`src/hdl/sm83af_pkg.sv`:
```
// Shared types and constants for the SM83 ALU and flag unit.
// Operation codes, flag bit positions and flag-word layout, DAA constants and a flag-packing function.
// No dependencies.
package sm83af_pkg;

    // Operation codes as carried on the operation field
    typedef enum logic [4:0] {
        OP_ADD  = 5'd0,
        OP_ADC  = 5'd1,
        OP_SUB  = 5'd2,
        OP_SBC  = 5'd3,
        OP_AND  = 5'd4,
        OP_XOR  = 5'd5,
        OP_OR   = 5'd6,
        OP_CP   = 5'd7,
        OP_INC  = 5'd8,
        OP_DEC  = 5'd9,
        OP_RLC  = 5'd10,
        OP_RRC  = 5'd11,
        OP_RL   = 5'd12,
        OP_RR   = 5'd13,
        OP_SLA  = 5'd14,
        OP_SRA  = 5'd15,
        OP_SWAP = 5'd16,
        OP_SRL  = 5'd17,
        OP_BIT  = 5'd18,
        OP_RES  = 5'd19,
        OP_SET  = 5'd20,
        OP_DAA  = 5'd21,
        OP_CPL  = 5'd22,
        OP_SCF  = 5'd23,
        OP_CCF  = 5'd24,
        OP_RLCA = 5'd25,
        OP_RRCA = 5'd26,
        OP_RLA  = 5'd27,
        OP_RRA  = 5'd28
    } op_t;

    // Flag word layout: Z N H C from MSB to LSB
    localparam int FLAG_Z = 3;
    localparam int FLAG_N = 2;
    localparam int FLAG_H = 1;
    localparam int FLAG_C = 0;

    // BCD correction terms for DAA
    localparam logic [7:0] DAA_HI_ADJ = 8'h60;
    localparam logic [7:0] DAA_LO_ADJ = 8'h06;
    localparam logic [7:0] DAA_HI_LIM = 8'h99;
    localparam logic [3:0] DAA_LO_LIM = 4'h9;

    typedef logic [3:0] flags_t;

    function automatic flags_t pack_flags(input logic z, input logic n,
                                          input logic h, input logic c);
        flags_t f;
        f         = '0;
        f[FLAG_Z] = z;
        f[FLAG_N] = n;
        f[FLAG_H] = h;
        f[FLAG_C] = c;
        return f;
    endfunction

endpackage

```
`src/hdl/sm83_alu_flag_unit.sv`:
```
// SM83 eight-bit ALU and flag unit: input register, ALU logic, result register.
// Depends on sm83af_pkg.
//
// Takes one operation beat per cycle on the input channel while in_ready is high,
// and returns one result beat per operation on the output channel, in order.
// Throughput is one beat per clock while out_ready stays high. An accepted beat is
// held in the input register and then loaded into the result register, where it is
// presented as valid. Between the two registers sit a 9-bit adder and a 9-bit
// subtractor with their nibble carries, the DAA correction, and the shift, mask
// and selection logic. Each stage moves on as soon as the stage after it is free.
// When both stages are full, in_ready follows out_ready combinationally. Codes
// 29-31 pass operand_a and flags_in through with write_back low.
module sm83_alu_flag_unit (
    input  logic       clk,
    input  logic       rst_n,
    // input channel
    input  logic       in_valid,
    output logic       in_ready,
    input  logic [4:0] operation,
    input  logic [7:0] operand_a,
    input  logic [7:0] operand_b,
    input  logic [2:0] bit_index,
    input  logic [3:0] flags_in,
    // output channel
    output logic       out_valid,
    input  logic       out_ready,
    output logic [7:0] result,
    output logic [3:0] flags_out,
    output logic       write_back
);

    // input stage
    logic                     stg_valid_reg;
    logic [4:0]               op_reg;
    logic [7:0]               a_reg;
    logic [7:0]               b_reg;
    logic [2:0]               bi_reg;
    sm83af_pkg::flags_t       fl_reg;

    // output stage
    logic                     out_valid_reg;
    logic [7:0]               result_reg;
    sm83af_pkg::flags_t       flags_reg;
    logic                     wb_reg;

    logic [7:0]               result_next;
    sm83af_pkg::flags_t       flags_next;
    logic                     wb_next;

    logic                     out_load;   // result register takes a new value
    logic                     stg_load;   // input register takes a beat

    // handshake: output register frees when empty or draining
    assign out_load = !out_valid_reg || out_ready;
    assign in_ready = !stg_valid_reg || out_load;
    assign stg_load = in_valid && in_ready;

    always_ff @(posedge clk or negedge rst_n)
    begin
        if (!rst_n)
        begin
            stg_valid_reg <= 1'b0;
            out_valid_reg <= 1'b0;
        end
        else
        begin
            if (in_ready)
            begin
                stg_valid_reg <= in_valid;
            end
            if (out_load)
            begin
                out_valid_reg <= stg_valid_reg;
            end
        end
    end

    always_ff @(posedge clk)
    begin
        if (stg_load)
        begin
            op_reg <= operation;
            a_reg  <= operand_a;
            b_reg  <= operand_b;
            bi_reg <= bit_index;
            fl_reg <= flags_in;
        end
        if (out_load && stg_valid_reg)
        begin
            result_reg <= result_next;
            flags_reg  <= flags_next;
            wb_reg     <= wb_next;
        end
    end

    // ALU and flag logic
    always_comb
    begin
        logic       zi;
        logic       ni;
        logic       hi;
        logic       ci;
        logic       cin;
        logic [8:0] add9;
        logic [4:0] add5;
        logic [8:0] sub9;
        logic [4:0] sub5;
        logic [7:0] mask;
        logic [7:0] daa_adj;
        logic       daa_c;
        logic [7:0] r;
        logic       c;

        zi = fl_reg[sm83af_pkg::FLAG_Z];
        ni = fl_reg[sm83af_pkg::FLAG_N];
        hi = fl_reg[sm83af_pkg::FLAG_H];
        ci = fl_reg[sm83af_pkg::FLAG_C];

        // carry in only for ADC/SBC
        cin = ci && ((sm83af_pkg::op_t'(op_reg) == sm83af_pkg::OP_ADC) ||
                     (sm83af_pkg::op_t'(op_reg) == sm83af_pkg::OP_SBC));

        add9 = {1'b0, a_reg} + {1'b0, b_reg} + {8'd0, cin};
        add5 = {1'b0, a_reg[3:0]} + {1'b0, b_reg[3:0]} + {4'd0, cin};
        // borrow out of bit 8 / bit 4
        sub9 = {1'b0, a_reg} - {1'b0, b_reg} - {8'd0, cin};
        sub5 = {1'b0, a_reg[3:0]} - {1'b0, b_reg[3:0]} - {4'd0, cin};

        mask = 8'd1 << bi_reg;

        // DAA correction
        daa_c   = ci;
        daa_adj = 8'd0;
        if (!ni)
        begin
            if (ci || (a_reg > sm83af_pkg::DAA_HI_LIM))
            begin
                daa_adj = daa_adj | sm83af_pkg::DAA_HI_ADJ;
                daa_c   = 1'b1;
            end
            if (hi || (a_reg[3:0] > sm83af_pkg::DAA_LO_LIM))
            begin
                daa_adj = daa_adj | sm83af_pkg::DAA_LO_ADJ;
            end
        end
        else
        begin
            if (ci)
            begin
                daa_adj = daa_adj | sm83af_pkg::DAA_HI_ADJ;
            end
            if (hi)
            begin
                daa_adj = daa_adj | sm83af_pkg::DAA_LO_ADJ;
            end
        end

        r           = a_reg;
        c           = 1'b0;
        result_next = a_reg;
        flags_next  = fl_reg;
        wb_next     = 1'b1;

        unique case (sm83af_pkg::op_t'(op_reg))
            sm83af_pkg::OP_ADD, sm83af_pkg::OP_ADC:
            begin
                result_next = add9[7:0];
                flags_next  = sm83af_pkg::pack_flags(add9[7:0] == 8'd0, 1'b0,
                                                     add5[4], add9[8]);
            end
            sm83af_pkg::OP_SUB, sm83af_pkg::OP_SBC, sm83af_pkg::OP_CP:
            begin
                result_next = sub9[7:0];
                flags_next  = sm83af_pkg::pack_flags(sub9[7:0] == 8'd0, 1'b1,
                                                     sub5[4], sub9[8]);
                wb_next     = (sm83af_pkg::op_t'(op_reg) != sm83af_pkg::OP_CP);
            end
            sm83af_pkg::OP_AND:
            begin
                r           = a_reg & b_reg;
                result_next = r;
                flags_next  = sm83af_pkg::pack_flags(r == 8'd0, 1'b0, 1'b1, 1'b0);
            end
            sm83af_pkg::OP_XOR:
            begin
                r           = a_reg ^ b_reg;
                result_next = r;
                flags_next  = sm83af_pkg::pack_flags(r == 8'd0, 1'b0, 1'b0, 1'b0);
            end
            sm83af_pkg::OP_OR:
            begin
                r           = a_reg | b_reg;
                result_next = r;
                flags_next  = sm83af_pkg::pack_flags(r == 8'd0, 1'b0, 1'b0, 1'b0);
            end
            sm83af_pkg::OP_INC:
            begin
                r           = a_reg + 8'd1;
                result_next = r;
                flags_next  = sm83af_pkg::pack_flags(r == 8'd0, 1'b0,
                                                     a_reg[3:0] == 4'hF, ci);
            end
            sm83af_pkg::OP_DEC:
            begin
                r           = a_reg - 8'd1;
                result_next = r;
                flags_next  = sm83af_pkg::pack_flags(r == 8'd0, 1'b1,
                                                     a_reg[3:0] == 4'h0, ci);
            end
            sm83af_pkg::OP_RLC, sm83af_pkg::OP_RRC, sm83af_pkg::OP_RL,
            sm83af_pkg::OP_RR, sm83af_pkg::OP_SLA, sm83af_pkg::OP_SRA,
            sm83af_pkg::OP_SWAP, sm83af_pkg::OP_SRL:
            begin
                unique case (sm83af_pkg::op_t'(op_reg))
                    sm83af_pkg::OP_RLC:
                    begin
                        r = {a_reg[6:0], a_reg[7]};
                        c = a_reg[7];
                    end
                    sm83af_pkg::OP_RRC:
                    begin
                        r = {a_reg[0], a_reg[7:1]};
                        c = a_reg[0];
                    end
                    sm83af_pkg::OP_RL:
                    begin
                        r = {a_reg[6:0], ci};
                        c = a_reg[7];
                    end
                    sm83af_pkg::OP_RR:
                    begin
                        r = {ci, a_reg[7:1]};
                        c = a_reg[0];
                    end
                    sm83af_pkg::OP_SLA:
                    begin
                        r = {a_reg[6:0], 1'b0};
                        c = a_reg[7];
                    end
                    sm83af_pkg::OP_SRA:
                    begin
                        r = {a_reg[7], a_reg[7:1]};
                        c = a_reg[0];
                    end
                    sm83af_pkg::OP_SWAP:
                    begin
                        r = {a_reg[3:0], a_reg[7:4]};
                        c = 1'b0;
                    end
                    default:    // SRL
                    begin
                        r = {1'b0, a_reg[7:1]};
                        c = a_reg[0];
                    end
                endcase
                result_next = r;
                flags_next  = sm83af_pkg::pack_flags(r == 8'd0, 1'b0, 1'b0, c);
            end
            sm83af_pkg::OP_BIT:
            begin
                flags_next = sm83af_pkg::pack_flags((a_reg & mask) == 8'd0, 1'b0,
                                                    1'b1, ci);
                wb_next    = 1'b0;
            end
            sm83af_pkg::OP_RES:
            begin
                result_next = a_reg & ~mask;
            end
            sm83af_pkg::OP_SET:
            begin
                result_next = a_reg | mask;
            end
            sm83af_pkg::OP_DAA:
            begin
                r           = ni ? (a_reg - daa_adj) : (a_reg + daa_adj);
                result_next = r;
                flags_next  = sm83af_pkg::pack_flags(r == 8'd0, ni, 1'b0, daa_c);
            end
            sm83af_pkg::OP_CPL:
            begin
                result_next = ~a_reg;
                flags_next  = sm83af_pkg::pack_flags(zi, 1'b1, 1'b1, ci);
            end
            sm83af_pkg::OP_SCF:
            begin
                flags_next = sm83af_pkg::pack_flags(zi, 1'b0, 1'b0, 1'b1);
            end
            sm83af_pkg::OP_CCF:
            begin
                flags_next = sm83af_pkg::pack_flags(zi, 1'b0, 1'b0, !ci);
            end
            // accumulator rotates always clear Z
            sm83af_pkg::OP_RLCA:
            begin
                result_next = {a_reg[6:0], a_reg[7]};
                flags_next  = sm83af_pkg::pack_flags(1'b0, 1'b0, 1'b0, a_reg[7]);
            end
            sm83af_pkg::OP_RRCA:
            begin
                result_next = {a_reg[0], a_reg[7:1]};
                flags_next  = sm83af_pkg::pack_flags(1'b0, 1'b0, 1'b0, a_reg[0]);
            end
            sm83af_pkg::OP_RLA:
            begin
                result_next = {a_reg[6:0], ci};
                flags_next  = sm83af_pkg::pack_flags(1'b0, 1'b0, 1'b0, a_reg[7]);
            end
            sm83af_pkg::OP_RRA:
            begin
                result_next = {ci, a_reg[7:1]};
                flags_next  = sm83af_pkg::pack_flags(1'b0, 1'b0, 1'b0, a_reg[0]);
            end
            default:    // unused codes: pass through, no write-back
            begin
                result_next = a_reg;
                flags_next  = fl_reg;
                wb_next     = 1'b0;
            end
        endcase
    end

    assign out_valid  = out_valid_reg;
    assign result     = result_reg;
    assign flags_out  = flags_reg;
    assign write_back = wb_reg;

    // a full input stage behind a stalled result must block the input
    a_stall_blocks_input: assert property (@(posedge clk) disable iff (!rst_n)
        (stg_valid_reg && out_valid_reg && !out_ready) |-> !in_ready)
        else $error("input accepted while both stages are held");

    // a beat in the input stage moves to the output when it is free
    a_stage_advances: assert property (@(posedge clk) disable iff (!rst_n)
        (stg_valid_reg && out_load) |=> out_valid_reg)
        else $error("beat lost between input and result stage");

    // compare never writes back
    a_cp_no_writeback: assert property (@(posedge clk) disable iff (!rst_n)
        (stg_valid_reg && out_load &&
         (sm83af_pkg::op_t'(op_reg) == sm83af_pkg::OP_CP)) |=> !wb_reg)
        else $error("CP produced a write-back");

endmodule
```
`config.mk`:
```
export PLATFORM = sky130hd
export DESIGN_NAME = sm83_alu_flag_unit
export DESIGN_NICKNAME = d
export VERILOG_FILES = /design/src/hdl/sm83af_pkg.sv /design/src/hdl/sm83_alu_flag_unit.sv
export SDC_FILE = /design/constraint.sdc
export NUM_CORES = 1
export LEC_CHECK = 0
export BUFFER_PORTS_ARGS = -buffer_cell sky130_fd_sc_hd__buf_2
export CAP_MARGIN = 40
export CORE_ASPECT_RATIO = 0.9
export CORE_MARGIN = 1.5
export CORE_UTILIZATION = 40
export DETAILED_ROUTE_END_ITERATION = 12
export PLACE_DENSITY_LB_ADDON = 0.25
export SYNTH_ARGS = -nofsm -noshare
export SYNTH_HDL_FRONTEND = slang
export SYNTH_SLANG_ARGS = --single-unit
```
`constraint.sdc`:
```
create_clock -name clk -period 5.7 [get_ports clk]
set_input_delay 1.14 -clock clk [delete_from_list [all_inputs] [get_ports clk]]
set_output_delay 1.14 -clock clk [all_outputs]
set_load 0.05 [all_outputs]
```
[Word level (Yosys, flattened, before mapping)]
Cells that the tools add are included.
Cells by class
  add/sub/neg operators: 12
  reduce and logical (&&, ||, !) cells: 30
  muxes and demuxes: 14
  bitwise logic cells: 8
  magnitude comparators: 2
  equality and inequality tests: 30
  shift-type cells: 1
Operators by type and width (number)
  8-bit case mux with 16 select lines: 1
  8-bit zero test: 10
  5-bit == test (second input constant): 13
  4-bit case mux with 15 select lines: 1
  8-bit case mux with 7 select lines: 1
  5-bit by 4-bit == test with 1-bit output (second input constant): 8
  25-bit OR reduction: 1
  8-bit bitwise AND: 3
  7-bit two-way mux: 3
  5-bit by 3-bit == test with 1-bit output (second input constant): 4
  8-bit two-way mux: 2
  8-bit NOT: 2
  8-bit bitwise OR: 2
  5-bit by 2-bit == test with 1-bit output (second input constant): 2
  8-bit by 8-bit adder with 9-bit output: 1
  9-bit by 1-bit adder with 9-bit output: 1
  8-bit by 8-bit subtractor with 9-bit output: 1
  9-bit by 1-bit subtractor with 9-bit output: 1
  8-bit by 1-bit adder with 8-bit output (second input constant): 1
  8-bit adder: 1
  8-bit greater-than comparator (second input constant): 1
  8-bit OR reduction: 1
  1-bit by 3-bit left shift with 8-bit output (first input constant): 1
  8-bit by 1-bit subtractor with 8-bit output (second input constant): 1
  other kinds (20): 34
Word-level totals
  output and inout port bits: 15
  bits of input ports: 32
  logic and storage cells: 107
  register bits: 43

[Depth between registers and ports, before layout]
  depth in word-level cells: 9
  gate-level depth with buffers: 17
  depth with buffers taken out: 17

[Least setup slack after synthesis]
No wires, ideal clock.
  kind: register to register
  start point: register a_reg[1]
  end point: register result_reg[7], in the netlist result[7], data pin
  clock period less this slack: 3.748 ns
  buffers on the path: 0
  setup time: 0.263 ns
  setup slack: 1.952 ns
  arrival: 3.485 ns
  required time: 5.437 ns
  cell stages (with the launch flop): 18
  path through: edfxtp_1 inv_1 ha_1 nor2_1 o21ai_0 or2_2 a211oi_1 nor2_1 ha_1 inv_1 mux2i_1 ha_1 or3_1 o221ai_1 xnor2_1 nor2_1 a221oi_1 a21oi_1
Between the ends
  cells in the longest elaborated chain, start to end: 7
  elaborated cells on any way between the ends: 17
  those cells by class: add/sub (8); order compare (2); mux (5); reduce/logical (2)
Ends and longest elaborated chain
  start, declared: RTL line sm83_alu_flag_unit.sv:35  | logic [7:0] a_reg;
  start signal, assigned: RTL line sm83_alu_flag_unit.sv:83  | a_reg <= operand_a;
  8-bit greater-than comparator / 4-bit greater-than comparator (equally long branches): RTL line sm83_alu_flag_unit.sv:136, sm83_alu_flag_unit.sv:141
  1-bit logical OR (on tied branches): RTL line sm83_alu_flag_unit.sv:136, sm83_alu_flag_unit.sv:141
  7-bit two-way mux / 3-bit two-way mux (equally long branches): RTL line sm83_alu_flag_unit.sv:136, sm83_alu_flag_unit.sv:141
  7-bit two-way mux: RTL line sm83_alu_flag_unit.sv:134  | if (!ni)
  8-bit adder / 8-bit subtractor (equally long branches): RTL line sm83_alu_flag_unit.sv:275  | r = ni ? (a_reg - daa_adj) : (a_reg + daa_adj);
  8-bit two-way mux: RTL line sm83_alu_flag_unit.sv:275
  8-bit case mux with 16 select lines (*): RTL line sm83_alu_flag_unit.sv:164  | unique case (sm83af_pkg::op_t'(op_reg))
  via result_next[7]: RTL line sm83_alu_flag_unit.sv:46  | logic [7:0] result_next;
  end signal, assigned: RTL line sm83_alu_flag_unit.sv:90  | result_reg <= result_next;
  end, declared: RTL line sm83_alu_flag_unit.sv:42  | logic [7:0] result_reg;
The timed path passes the listed nets; every way through them passes the cells marked *.
A chain may end at the register's enable or synchronous reset.

[Worst setup path in the final report]
Ends and elaborated chain as after synthesis.

==> key figures <==
Status
  – Run status: completed

Critical path
  – Crit path cell chain: buf_4 -> inv_1 -> ha_1 -> nor2_1 -> o21ai_0 -> or2_2 -> a211oi_1 -> nor2_1 -> ha_1 -> inv_1 -> mux2i_1 -> ha_1 -> or3_1 -> o221ai_1 -> xnor2_1 -> nor2_1 -> a221oi_1 -> a21oi_1
  – Worst EP arrival: 4.33 ns
  – CP max stage delay: ~0.38 ns
  – Worst Setup Start Kind: register
  – Reg2Reg Depth: 18
  – Slowest cell on the critical path: or3_1
  – Crit Path Max Fanout: 21
  – CP Buf/Inv Count: 3
  – Top delay family on crit path: simple AND/OR/NAND/NOR gates
  – Worst EP required: ~5.7 ns
  – Critical path class: register to register
  – Crit. End Element: register
  – CP Depth: 18

Worst hold path
  – Worst Hold Depth: 1
  – Hold Crit Class: register to register

Power
  – P_int: approximately 0.74 mW
  – Power Density: around 220 nW/um^2
  – Leakage: 2.13 nW
  – Clock power frac: 0.282
  – Comb power frac: 0.385
  – P_sw: approximately 0.48 mW
  – Worst VDD drop: 0.142 mV
  – Seq pwr share: 0.334
  – Sw Share: 0.389
  – Total power: between 1 and 1.5 mW

Layout
  – # fillers: roughly 1200
  – Util after Layout: 0.454
  – Final std cells w/o fill: around 790
  – Syn-to-layout area delta: 11.6%
  – Fin area: about 5400 um^2
  – NumNets Final: ~700
  – Number of diodes: 0
  – Share of layout cells above drive strength 1: 0.124

GRT
  – Total grt overflow: 0
  – Initial antenna violation count: 0
  – Gr usage total: 0.291
  – M2 GR Usage: 0.462
  – Met3 Use GR: 0.0440
  – Number of global-route vias before repair: roughly 4600
  – Largest net degree at the start of global routing: 35
  – First-pass GRT wire length: 28.2 mm
  – Met1 usage: 0.406
  – Gr busiest metal: met2

Floorplanning
  – Initial Utilization: 0.407
  – DIE HEIGHT: around 110 um
  – DIE AREA: roughly 13000 um^2
  – Row Count: 38
  – # IOs: 47
  – Die W: 119 um
  – Core area: around 12000 um^2

Yosys
  – Post-synth EDFFs: 41
  – Post-Synth Simple-Gate Area: 0.233
  – Post-Synth Adder-Cell Area: 0.131
  – Asr flop ratio synth: 0.0465
  – Syn avg cell area: between 8 and 9 um^2
  – Largest family of logic cells by synthesized area: compound AO/OA/AOI/OAI gates
  – Netlist cell types: 67
  – Main flop type after synthesis: edfxtp_1
  – Synth Instances: 602
  – Syn Nets: 682
  – Xor-xnor portion of the synthesized cell area: 0.0413
  – Synthesized area: about 4900 um^2
  – Synth Register Bits: 43
  – Post-synthesis sequential area ratio: 0.263
  – Synth Area in Compound Gates: 0.260
  – Mux cell area share after synthesis: 0.0146
  – Ys Warns: 0

Clocking
  – CTS H-tree lvls: 2
  – Clock Pin Slew Worst Setup and Hold Paths: ~0.070 ns
  – Post-CTS setup buffers: 0
  – CTS Root Cell: clkbuf_16
  – # clock sinks: 43
  – CTS max path bufs: 2
  – CTS hold repair buffers: 0
  – TritonCTS Buffers: 5
  – Resize count post-CTS: 0
  – Clock Latency Late Sink: approximately 0.30 ns
  – TritonCTS clock tree: built

STA
  – Final hold vios: 0
  – Post-Route Setup TNS: 0 ns
  – Max Slew Vio Count: 0
  – Max Freq: between 200 and 250 MHz
  – Hold WS: around 0.49 ns
  – Clock Skews: between 0.004 and 0.005 ns
  – Tmin final: around 4.3 ns
  – Worst slew margin: 0.343
  – RSZ-0062 raised after global routing: no
  – Worst slew pin tran: slightly below 1 ns
  – Setup Viol. Count Final: 0
  – Final WS setup: 1.41 ns
  – Final period util: 0.753

Placed design
  – Dpl ws: 1.52 ns
  – Dpl cell area: 5280 um^2
  – Post-DP HPWL: 13.8 mm
  – # placed instances: 783
  – # port buffers: 46
  – Placer Congestion: a little over 1

Routing
  – DR pass1 iterations: 5
  – WL per Instance: ~23 um
  – DR iter-0 viols: just over 700
  – Via count: roughly 5000
  – Drt via density: 6.41
  – DRC: 0
  – Routed WL: about 18 mm
  – Post-DRT Antenna Nets: 0

Job
  – Total of max-cap violations: 0
[Yosys cell counts, types with 6 or more instances]
master / n / share of area
a211oi_1: 8 / 0.012
a21o_1: 6 / 0.0092
a21oi_1: 36 / 0.037
a221oi_1: 11 / 0.020
a22oi_1: 10 / 0.015
a31oi_1: 8 / 0.010
and2_1: 6 / 0.0077
and3_1: 6 / 0.0077
clkbuf_1: 33 / 0.025
edfxtp_1: 41 / 0.25
ha_1: 44 / 0.11
inv_1: 34 / 0.026
mux2i_1: 6 / 0.012
nand2_1: 33 / 0.025
nand2b_1: 12 / 0.015
nand3_1: 23 / 0.024
nand4_1: 9 / 0.012
nor2_1: 58 / 0.045
nor2b_1: 11 / 0.014
nor3_1: 26 / 0.027
o2111ai_1: 7 / 0.013
o21a_1: 10 / 0.015
o21ai_0: 40 / 0.041
o22ai_1: 13 / 0.017
or3_1: 6 / 0.0077
xnor2_1: 16 / 0.029
xor2_1: 7 / 0.013
[power groups by stage]
stage               sequential, mW  combinational [mW]  clock (mW)
floorplan                    0.441               0.285           0
global placement             0.415               0.446           0
finish                       0.407               0.469       0.343
global route                 0.409               0.504       0.360
CTS                          0.406               0.457       0.351
detailed placement           0.413               0.454           0
[routing by layer]
| layer | part of all wire | vias to the layer above |
|---|---|---|
| met5 | 0 | - |
| met3 | 0.097 | 44 |
| met4 | 0.030 | 0 |
| met2 | 0.45 | 311 |
| met1 | 0.43 | 2393 |
| li1 | - | 2323 |
[final cells by class]
class | count | area [um^2] | area share
repair buffers | 60 | 348 | 0.0639
well taps | 160 | 200 | 0.0368
multi-input cells | 485 | 3320 | 0.609
clock inverters | 3 | 43.8 | 0.00804
flip-flops and latches | 43 | 1280 | 0.235
inverters | 35 | 131 | 0.0241
clock buffers | 5 | 125 | 0.0230
[layout by cell type (no fill, tap or decap), types with 5 or more instances in the layout]
cell type,Yosys,layout
nand3_1,23,23
edfxtp_1,41,41
clkbuf_16,0,5
nor3_1,26,26
a21oi_1,36,36
nor2b_1,11,11
or3_1,6,6
nand2b_1,12,12
nor4_1,5,5
a21o_1,6,6
mux2i_1,6,6
o21ai_0,40,40
and2_1,6,6
o21a_1,10,10
o22ai_1,13,13
buf_4,0,10
a211oi_1,8,8
nand2_1,33,33
inv_1,34,34
xnor2_1,16,16
xor2_1,7,7
nand4_1,9,9
a31oi_1,8,8
a221oi_1,11,11
nor2_1,58,58
buf_2,2,49
ha_1,44,44
o2111ai_1,7,7
and3_1,6,6
a222oi_1,5,5
a22oi_1,10,10
[logic make-up (layout without fill, tap and decap cells)]
family                     Yosys count  in the layout
AOI/OAI and AO/OA                  186            186
xor gates and xnor gates            23             23
adders and majority gates           49             49
buffers and inverters               74            103
DFF                                 43             43
muxes                                7              7
and+or+nand+nor                    220            220
[path summary, 6_finish.rpt]
kind	from	to	slack (ns)
setup / recovery	a_reg[1]	result[7]	1.41
hold / removal	stg_valid_reg	out_valid	0.49
setup reg to reg	a_reg[1]	result[7]	1.41
hold reg to reg	stg_valid_reg	out_valid	0.49
max in group asynchronous	rst_n	out_valid	5.00
min in group asynchronous	rst_n	stg_valid_reg	0.61
Note: power is estimated with default switching activity, not from simulation.
